<file path="config.mk">
export PLATFORM = sky130hd
export DESIGN_NAME = bale_cell
export DESIGN_NICKNAME = d
export VERILOG_FILES = /design/src/assert_macros.svh /design/src/bale_pkg.sv /design/src/bale_cell.sv
export SDC_FILE = /design/constraint.sdc
export NUM_CORES = 1
export LEC_CHECK = 0
export BUFFER_PORTS_ARGS = -buffer_cell sky130_fd_sc_hd__buf_2
export CORE_MARGIN = 1.5
export CORE_UTILIZATION = 25
export CTS_BUF_LIST = sky130_fd_sc_hd__clkbuf_4
export DETAILED_ROUTE_END_ITERATION = 10
export PLACE_DENSITY = 0.62
export SLEW_MARGIN = 5
export SYNTH_ARGS = -nofsm -noshare
export SYNTH_HDL_FRONTEND = slang
export SYNTH_SLANG_ARGS = --single-unit
</file>
<file path="constraint.sdc">
create_clock -name aclk -period 1.41 [get_ports aclk]
set_input_delay 0.2115 -clock aclk [delete_from_list [all_inputs] [get_ports aclk]]
set_output_delay 0.2115 -clock aclk [all_outputs]
set_load 0.01 [all_outputs]
</file>
<file path="src/assert_macros.svh">
// Assertion macros used by the top level of the list engine RTL.
// Depends on a clock named aclk and an active-low reset named aresetn in scope.
`ifndef ASSERT_MACROS_SVH
`define ASSERT_MACROS_SVH

// Checked only while the block is out of reset.
`define BALE_ASSERT(lbl, prop, msg) \
    lbl: assert property (@(posedge aclk) disable iff (!aresetn) prop) \
        else $error(msg);

// Checked on every clock edge, reset included.
`define BALE_ASSERT_ANY(lbl, prop, msg) \
    lbl: assert property (@(posedge aclk) prop) \
        else $error(msg);

`endif

</file>
<file path="src/bale_pkg.sv">
// Shared constants and types of the bounded array list engine.
// No dependencies; imported by the cell and the top level.
`timescale 1ns / 1ps
`default_nettype none

package bale_pkg;

    localparam int CMD_W = 3;
    localparam int POS_W = 7;
    localparam int CAP_W = 7;
    localparam int VAL_W = 32;
    localparam int IN_DATA_W = 40;
    localparam int OUT_DATA_W = 56;

    localparam logic [CMD_W-1:0] CMD_INSERT  = 3'd0;
    localparam logic [CMD_W-1:0] CMD_REMOVE  = 3'd1;
    localparam logic [CMD_W-1:0] CMD_SEARCH  = 3'd2;
    localparam logic [CMD_W-1:0] CMD_SELECT  = 3'd3;
    localparam logic [CMD_W-1:0] CMD_REPLACE = 3'd4;

    localparam logic [CAP_W-1:0] CAP_RESET = 7'd64;

    typedef struct packed {
        logic load;
        logic take_left;
        logic take_right;
        logic live;
        logic read_en;
    } cell_ctrl_t;

endpackage

`default_nettype wire

</file>
<file path="src/bale_cell.sv">
// One storage cell of the list chain: holds a single entry and trades it with its neighbors.
// Depends on bale_pkg for the cell control struct.
`timescale 1ns / 1ps
`default_nettype none

module bale_cell
    import bale_pkg::*;
#(
    parameter int WORD_WIDTH = 32
) (
    input  wire logic                  aclk,
    input  wire cell_ctrl_t            ctrl,
    input  wire logic [WORD_WIDTH-1:0] left_data,
    input  wire logic [WORD_WIDTH-1:0] right_data,
    input  wire logic [WORD_WIDTH-1:0] load_data,
    input  wire logic [WORD_WIDTH-1:0] key,
    output logic      [WORD_WIDTH-1:0] data,
    output logic                       match,
    output logic      [WORD_WIDTH-1:0] rd_data
);

    logic [WORD_WIDTH-1:0] data_reg;
    logic [WORD_WIDTH-1:0] data_next;

    always_comb begin
        data_next = data_reg;
        if (ctrl.load) begin
            data_next = load_data;
        end else if (ctrl.take_left) begin
            data_next = left_data;
        end else if (ctrl.take_right) begin
            data_next = right_data;
        end
    end

    always_ff @(posedge aclk) begin
        data_reg <= data_next;
    end

    assign data    = data_reg;
    assign match   = ctrl.live && (data_reg == key);
    assign rd_data = ctrl.read_en ? data_reg : '0;

endmodule

`default_nettype wire

</file>
==> reports/metrics.cfg <==
[run_status]
status=complete, but fails checks
violations=setup timing

[cts]
cts_sinks=32
tritoncts=yes
cts_root_buf=clkbuf_4
hold_buffers=0
cts_buffers=5
cts_max_path_buffers=2
cts-htree-levels=2
clk_pin_slew_ns=0.10

[power_and_ir_drop]
leakage_nw=1.97
combPwrFrac_pct=40.1
p_per_area_mw_per_mm2=760
max-vdd-ir-drop_v=0.000378
p_clk_share_pct=16.2
p_sw_mw=0.881
internal-power_mw=2.02
p_sw_share_pct=30.4
pwr-share-seq_pct=43.6

[detailed_routing]
drt_first_pass_iters=4
vias=2393
routedWlPerCell_um=14.5
drt_first_iter_violations=28
drt-vias-per-instance=4.38
drt-total-wl_um=7890
drc=0
ant_nets=0

[worst_setup_path]
slowest_delay_ns=0.42
startpoint_type=flop
crit_arrival_ns=1.76
critical_path.cell_chain=xor2_1, nor4_2, nand3_1, nor3_2, buf_2
critPathTopFamily=simple AND/OR/NAND/NOR gates
critPathLaunch=data[9]$_DFFE_PP_
worstSetupPathType=flop to primary output
path_buf_inv=1
slowest_stage=edfxtp_1
critPathRequiredTime_ns=1.20
path_max_fanout=2
cp-end-kind=primary output

[logic_synthesis]
ys.flop_type=edfxtp_1
avgSynthCellArea_um2=10.0
synth-adder-area-share_pct=0
syn-num-nets=353
yosysTopAreaCellShare_pct=43.8
synthSimpleGateAreaFrac_pct=18.4
synth_area_mm2=0.00219
synth_top_family_by_area=simple AND/OR/NAND/NOR gates
synth-async-reset-ratio_pct=0
yosysWarningCount=0
synth_xor_area_share_pct=12.8
ys_ff_latch=32
synth_top_area_cell=edfxtp_1
ys_seq_area_share_pct=43.8
synth.distinct_cells=17
muxShareOfSynthArea_pct=14.6
synth_edf_count=32
syn_inst=219
synth.top_cells.by_area=edfxtp_1 (44%), mux2i_1 (15%), xor2_1 (12%)
synth_compound_area_share_pct=7.31

[grt]
grt_max_degree=34
grt_pass1_vias=2581
grt_overflow=0
grt_pass1_wl_um=12100
globalRouteTotalUtil_pct=16.3
antenna_found_initial=0

[cells_and_area]
largest_reg_flops=32
seq_area_um2=961
diodes=0
final_cells=546
fin_nets=575
area_delta_synth_final_pct=74.3
multi_input_area_mm2=0.00123
drive_above_1_share_pct=59.2
final_util_pct=45.8
fill_cells=825

[floorplanning]
core_area_mm2=0.00834
row_count=33
fp.dieH_um=96.6
die_w_um=96.6
initial_core_util_pct=26.3
num_io_pins=199
dieArea_mm2=0.00934

[timing]
relSlewSlack_pct=70.1
rsz0062_at_grt=true
hold_ws_ns=0.163
finalWorstSetupSlack_ns=-0.564
min_period_over_period_pct=140
tightest_slew_ns=0.449
max_freq_mhz=507
slew_violations=0
setup_viol=1
period_needed_ns=1.97
hold_viol=0

[placement]
place.gp.congestion=0.841
io_buffers=198
place_hpwl_um=6300
dp_cells=539

[hold_path]
hold_path_depth=3
worstHoldEndpoint=data[11]$_DFFE_PP_
worstHoldStart=load_data[11]
min_path_type=input pin to flop

[flow_run]
max_cap_viol_count=0

-- routing by layer --
| layer | up-vias | part of all wire, % | track usage, % | routed length [um] |
|---|---|---|---|---|
| met1 | 1085 | 37 | 17.1 | 2940 |
| met3 | 7 | 5.3 | 3.18 | 416 |
| met4 | 0 | 1.3 | 5.02 | 102 |
| met2 | 93 | 56 | 32.2 | 4430 |
| met5 | - | 0 | 0 | 0 |
| li1 | 1208 | - | - | - |
-- through the flow --
step	power (mW)	setup slack (ns)	cell area (um2)	setup TNS (ns)
finish	2.90	-0.564	3820	-0.564
floorplan	1.69	-0.0200	2200	-0.0200
global route	3.08	-0.702	3820	-0.929
global placement	2.28	-0.279	3510	-0.279
CTS	2.80	-0.629	3600	-0.734
detailed placement	2.30	-0.296	3510	-0.296
-- power by group through the flow --
stage                     combinational [mW]  clock (mW)  sequential, mW
final                                   1.17       0.471            1.27
after global routing                    1.27       0.533            1.28
after CTS                               1.05       0.494            1.26
after detailed placement                1.01           0            1.28
after global placement                  1.01           0            1.27
after floorplan                        0.359           0            1.33
-- cells in the final DEF (no fill, tap or decap) --
master / synthesis / final
nand4_1: 1 / 1
buf_6: 0 / 38
o21ai_0: 32 / 32
and2_4: 0 / 24
buf_4: 3 / 13
nor4_2: 0 / 1
clkbuf_4: 0 / 6
or3_4: 0 / 1
nor3_1: 1 / 1
nand2_1: 32 / 32
xnor2_1: 1 / 1
nor4_1: 7 / 6
nand3_1: 2 / 2
mux2i_1: 32 / 32
xor2_1: 31 / 31
nor3_2: 1 / 1
clkinv_1: 0 / 2
buf_2: 2 / 175
edfxtp_1: 32 / 32
and2_1: 30 / 8
buf_12: 0 / 2
-- repair_timing --
item / CTS / global route
gates resized for setup: 10 / 56
endpoints found under the setup margin: 8 / 27
pin swaps: 1 / 1
endpoints found under the hold margin: 0 / 0
setup buffers: 4 / 17
-- tightest hold or removal path, delay by kind of cell --
family / cells / cell delay, ns
buffers and inverters: 1 / 0.08
AOI/OAI and AO/OA: 1 / 0.05
and+or+nand+nor: 1 / 0.04
-- worst max path at each step --
| stage | endpoint | depth (start not counted) |
|---|---|---|
| floorplan | match | 4 |
| global placement | match | 5 |
| detailed placement | match | 5 |
| CTS | match | 6 |
| global route | match | 6 |
| finish | match | 5 |
-- cell type report --
class	count	share of cell area, %
clock inverters	2	0.197
well taps	105	3.44
flip-flops and latches	32	25.2
clock buffers	5	0.983
multi-input cells	173	32.3
repair buffers	229	37.9
-- synth_stat cells (2+ instances only) --
| cell type | n |
|---|---|
| o21ai_0 | 32 |
| buf_4 | 3 |
| clkbuf_1 | 9 |
| buf_2 | 2 |
| mux2i_1 | 32 |
| and2_1 | 30 |
| xor2_1 | 31 |
| nand2_1 | 32 |
| and2_2 | 2 |
| edfxtp_1 | 32 |
| nor4_1 | 7 |
| nand3_1 | 2 |
-- cells by family after synthesis --
family,after synthesis
flops,32
simple gates,77
mux,32
xor+xnor,32
compound gates,32
buf+inv,14
Power figures use the tool's default switching activity.
