[config.mk]
export PLATFORM = sky130hd
export DESIGN_NAME = bale_prienc
export DESIGN_NICKNAME = d
export VERILOG_FILES = /design/src/assert_macros.svh /design/src/bale_prienc.sv
export SDC_FILE = /design/constraint.sdc
export NUM_CORES = 1
export LEC_CHECK = 0
export BUFFER_PORTS_ARGS = -buffer_cell sky130_fd_sc_hd__buf_2
export CAP_MARGIN = 20
export CELL_PAD_IN_SITES_DETAIL_PLACEMENT = 2
export CELL_PAD_IN_SITES_GLOBAL_PLACEMENT = 2
export CORE_MARGIN = 8
export CORE_UTILIZATION = 20
export DETAILED_ROUTE_END_ITERATION = 12
export PLACE_DENSITY = 0.95
export SYNTH_ARGS = -nofsm -noshare
export SYNTH_HDL_FRONTEND = slang
export SYNTH_SLANG_ARGS = --single-unit
[constraint.sdc]
create_clock -name vclk -period 2.15
set_input_delay 0 -clock vclk [all_inputs]
set_output_delay 0 -clock vclk [all_outputs]
set_load 0.05 [all_outputs]
[src/assert_macros.svh]
// Assertion macros used by the top level of the list engine RTL.
// Depends on a clock named aclk and an active-low reset named aresetn in scope.
`ifndef ASSERT_MACROS_SVH
`define ASSERT_MACROS_SVH

// Checked only while the block is out of reset.
`define BALE_ASSERT(lbl, prop, msg) \
    lbl: assert property (@(posedge aclk) disable iff (!aresetn) prop) \
        else $error(msg);

// Checked on every clock edge, reset included.
`define BALE_ASSERT_ANY(lbl, prop, msg) \
    lbl: assert property (@(posedge aclk) prop) \
        else $error(msg);

`endif

[src/bale_prienc.sv]
// Priority encoder over the registered match flags of the cell chain.
// Standalone; instantiated by the top level.
`timescale 1ns / 1ps
`default_nettype none

module bale_prienc #(
    parameter int DEPTH = 64
) (
    input  wire logic [DEPTH-1:0]         match,
    output logic                          hit,
    output logic      [$clog2(DEPTH)-1:0] idx
);

    localparam int IDX_W = $clog2(DEPTH);

    always_comb begin
        hit = |match;
        idx = '0;
        for (int i = DEPTH - 1; i >= 0; i--) begin
            if (match[i]) begin
                idx = IDX_W'(i);
            end
        end
    end

endmodule

`default_nettype wire

==> run metrics, run 1 <==
outcome=complete, no violations; P_sw=0.1127 mW; Via Count=1414; drt wl/cell=16.14 um; Peak VDD IR=42.85 uV; core area=4324 um^2; Vias/cell=5.276; Hold Crit Class=in -> out; RSZ-0062 raised after global routing=no; Die Ht=82.60 um; fin crit share=74.09%; Max Freq=0.6277 GHz; CP Cell Sequence=buf_2, or4_4, nor2b_2, nand3_1, nor4_2, buf_2; total gr overflow=0; CP Launch Type=primary input; CP bufs+invs=2; Final Max Tran Viols=0; WP data arrival=1.59 ns; combinational share of power=100.0%; hold_ws=0.4662 ns; Detailed Place HPWL=4037 um; gp weighted congestion=0.7497; pin count of the biggest net entering global routing=6; critical path type=in -> out; Setup Slack @ Placement=0.5021 ns; share of layout cells above drive strength 1=37.04%; Final ANT Viol Nets=0; Cell Area, Synth=887.1 um^2; Slew @ Worst Pin=0.5414 ns; most common library cells after synthesis=nor2_1, nor4_1, nor3_1; DRT Pass-1 Iters=4; syn avg cell area=6.118 um^2; Cell Int Power=0.07993 mW; PwrDens=146.6 nW/um^2; post-CTS setup buffer count=0; Die ar.=6823 um^2; slowest stage cell, crit path=or4_4; vias in the first global route=1609; final WL=4326 um; cell area after layout=1314 um^2; Total GRT Usage=12.40%; post-route insts no fill=268; hold-fix buffers at CTS=0; initial core utilization=20.52%; antenna violations before repair=0; CP top delay family=simple AND/OR/NAND/NOR gates; Layout clock buffers=0; port bufs=71; Boundary Pins=71; dpl cells=268; # rows=24; MaxCap Viol Count=0; Crit Path Max Fanout=4; Die Wd=82.60 um; DRC errors left=0; Seq Cell Count=0; largest cells by area after synthesis=nor4_1, nor2_1, nor3_1, a21oi_1, nor4_4; DRT iter0 DRCs=25; Final Setup Violations=0; most frequent cell after synthesis=nor2_1; Fillers=574; net switching fraction of the power=58.50%; critical path's most frequent cell=buf_2; Seq/Total Area, Yosys=0%; Cell variety after synth=40; CTS-repair resized insts=0; CP Data Required Time=2.15 ns; number of antenna diodes=0; register share of total power=0%; Pwr Total=0.1926 mW; Post-DP Area=1314 um^2; Worst path max stage delay=0.56 ns; Yosys top cell area share=11.28%; Syn-to-layout area delta=48.10%; setup TNS=0 ns; Mapped Nets=209; Worst Slack Setup Final=0.5570 ns; Post-Syn Instances=145; Synth warnings=0; Crit. End Element=output port; Leak=0.5283 nW; min Tclk post-route=1.593 ns; storage element area=0 um^2; Synth area leader=nor4_1; Slew headroom=63.58%; fin util=30.38%; Final #Nets=282; Clk pwr share=0%; final hold viol count=0; first-pass GRT wire length=7072 um
-- per-layer routing --
layer  routed length (um)  GRT usage, %  up-vias
met5                    0             0        -
met4                    0             0        0
met3                  316         1.623        0
met2                 2189         24.35       40
met1                 1820         14.56      649
li1                     -             -      725
-- path summary, 6_finish.rpt --
path / start / to / slack, ns / cells after the start
worst min-delay path: match[1] / idx[3] / 0.47 / 5
worst max-delay path: match[15] / idx[5] / 0.56 / 6
-- logic make-up after synthesis --
group / after synthesis / share of synthesized area, %
AO/OA/AOI/OAI: 47 / 36.39
buffers and inverters: 10 / 4.232
AND/OR/NAND/NOR: 88 / 59.38
-- power by group through the flow --
stage                     clock network (mW)  logic (mW)  registers (mW)
after floorplan                            0      0.0713               0
after CTS                                  0       0.195               0
after detailed placement                   0       0.194               0
after global routing                       0       0.214               0
after global placement                     0       0.187               0
final                                      0       0.193               0
-- layout make-up --
class,instances,area (um^2),share of cell area (%)
multi-input combinational,135,855.8,65.14
inverter,10,37.54,2.857
tap,52,65.06,4.952
timing repair buffer,71,355.3,27.05
-- layout by cell type, fill, tap and decap left out, drive strengths merged --
master | netlist | layout
o21ai | 7 | 7
and3 | 1 | 1
o311a | 1 | 1
nand2b | 4 | 4
nor2b | 5 | 5
inv | 10 | 10
nor4 | 18 | 18
and2 | 1 | 1
o31a | 1 | 1
a31oi | 2 | 2
or2 | 1 | 1
o41ai | 1 | 1
nand2 | 9 | 9
or3 | 3 | 3
or4 | 5 | 5
nor4b | 1 | 1
a211oi | 2 | 2
buf | 0 | 71
a21boi | 3 | 3
a221oi | 1 | 1
nand3 | 7 | 7
nor2 | 20 | 20
a21oi | 10 | 10
o2111ai | 1 | 1
o21a | 3 | 3
o311ai | 3 | 3
o21bai | 3 | 3
a2111oi | 1 | 1
nor3 | 12 | 12
o31ai | 3 | 3
nand3b | 1 | 1
o211ai | 4 | 4
o211a | 1 | 1
-- tightest hold or removal path, cell delays in order --
cell and delay, ns:
buf_2 0.10, nor4_1 0.06, nand2_1 0.06, a31oi_1 0.04, buf_2 0.20
(Power assumes the default switching activity.)
==> inputs of run 2 (changes only) <==
CORE_UTILIZATION = 17   (was 20)
PLACE_DENSITY = 0.88   (was 0.95)
clock period = 1.46 ns   (was 2.15 ns; I/O delays follow)
==> run 2 against run 1 <==
  * The run now ends with setup timing left
  * Hold slack worse by 0.037 ns
  * Count of clock-buffer cells in the layout did not move
  * Final area rose by 43%
  * Final cell count grew 22%
  * Flip-flop and latch count stayed put
  * Largest cell class unchanged
==> run metrics, run 2 (synthesis gave the netlist of run 1 again) <==
Clk pwr share=0%; Peak VDD IR=72.79 uV; Syn-to-layout area delta=111.3%; drt wl/cell=17.57 um; Die Wd=88.24 um; register share of total power=0%; commonest cells after routing, fill and taps aside=buf_2, buf_4, nor2_1, buf_6; Worst path max stage delay=0.39 ns; gp weighted congestion=0.8175; DRT Pass-1 Iters=4; WP data arrival=1.59 ns; fin util=36.93%; final hold viol count=0; Detailed Place HPWL=4973 um; port bufs=71; Final ANT Viol Nets=0; CP top delay family=compound AO/OA/AOI/OAI gates; P_sw=0.2095 mW; DRC errors left=0; Layout clock buffers=0; RSZ-0062 raised after global routing=yes; Crit. End Element=output port; Leak=0.7962 nW; Slew headroom=69.55%; Final Setup Violations=5; most common cell after layout, fill and taps aside=buf_2; combinational share of power=100.0%; Pwr Total=0.4046 mW; fin crit share=109.0%; Worst Slack Setup Final=-0.1317 ns; vias in the first global route=1896; Vias/cell=5.025; Max Freq=0.6282 GHz; total gr overflow=0; Final Max Tran Viols=0; hold_ws=0.4291 ns; number of antenna diodes=0; pin count of the biggest net entering global routing=6; Crit Path Max Fanout=3; Die Ht=88.24 um; Final #Nets=322; Via Count=1638; Seq Cell Count=0; CP Data Required Time=1.46 ns; Fillers=639; min Tclk post-route=1.592 ns; Hold Crit Class=in -> out; core area=5075 um^2; Die ar.=7785 um^2; outcome=finished with violations; MaxCap Viol Count=0; net switching fraction of the power=51.78%; DRT iter0 DRCs=29; final WL=5728 um; violated checks=setup timing; multi-input logic area=1018 um^2; share of layout cells above drive strength 1=54.30%; antenna violations before repair=0; slowest stage cell, crit path=nor4_1; hold-fix buffers at CTS=0; Cell Int Power=0.1951 mW; # rows=26; storage element area=0 um^2; critical path type=in -> out; CP Cell Sequence=buf_2, buf_4, nor4_1, a21boi_0, o211ai_1, o211ai_1, a21boi_1, buf_4; initial core utilization=17.48%; CP bufs+invs=3; CP Launch Type=primary input; Total GRT Usage=13.86%; Slew @ Worst Pin=0.4509 ns; first-pass GRT wire length=8907 um; PwrDens=215.8 nW/um^2; Boundary Pins=71
## run 2: cell count changes in the layout (fill, tap and decap cells not counted), sizes merged
cell,delta
buf,+40
## run 2: layout make-up
cell class / count / share of cell area (%)
tap: 70 / 4.673
timing repair buffer: 111 / 38.99
inverter: 10 / 2.003
multi-input combinational: 135 / 54.34
## run 2: per-layer routing
layer	vias up	part of all wire (%)	track usage (%)
li1	806	-	-
met1	792	39	14.54
met2	40	56	29.53
met3	0	4.6	1.486
met4	0	0	0
met5	-	0	0
## run 2: path summary, 6_finish.rpt
| path | from | endpoint | slack [ns] | depth (start not counted) |
|---|---|---|---|---|
| hold / removal | match[1] | idx[3] | 0.43 | 5 |
| setup / recovery | match[59] | idx[2] | -0.13 | 8 |
## run 2: repair_timing
action / in CTS / in global routing
gates resized for setup: 26 / 17
buffers inserted: 2 / 4
gates cloned: 0 / 0
pin swaps: 11 / 13
setup endpoints to repair: 7 / 7
## run 2: power by group through the flow
stage               logic (mW)  clock network (mW)  registers [mW]
finish                   0.405                   0               0
global route             0.439                   0               0
CTS                      0.385                   0               0
detailed placement       0.359                   0               0
global placement         0.340                   0               0
floorplan                0.110                   0               0
## run 2: worst min-delay path, stage by stage
cell	delay [ns]
buf_2	0.11
nor4_2	0.07
nand2_1	0.07
a31oi_2	0.04
buf_6	0.14
## run 2: through the flow
stage	TNS [ns]	std cells	area, um^2	setup WS [ns]
after floorplan	-0.1510	145	929.6	-0.09115
after global placement	-0.5841	320	1628	-0.1576
after detailed placement	-0.9904	320	1628	-0.1808
after CTS	-0.2773	322	1754	-0.09188
after global routing	-0.7716	326	1874	-0.2135
final	-0.4266	326	1874	-0.1317
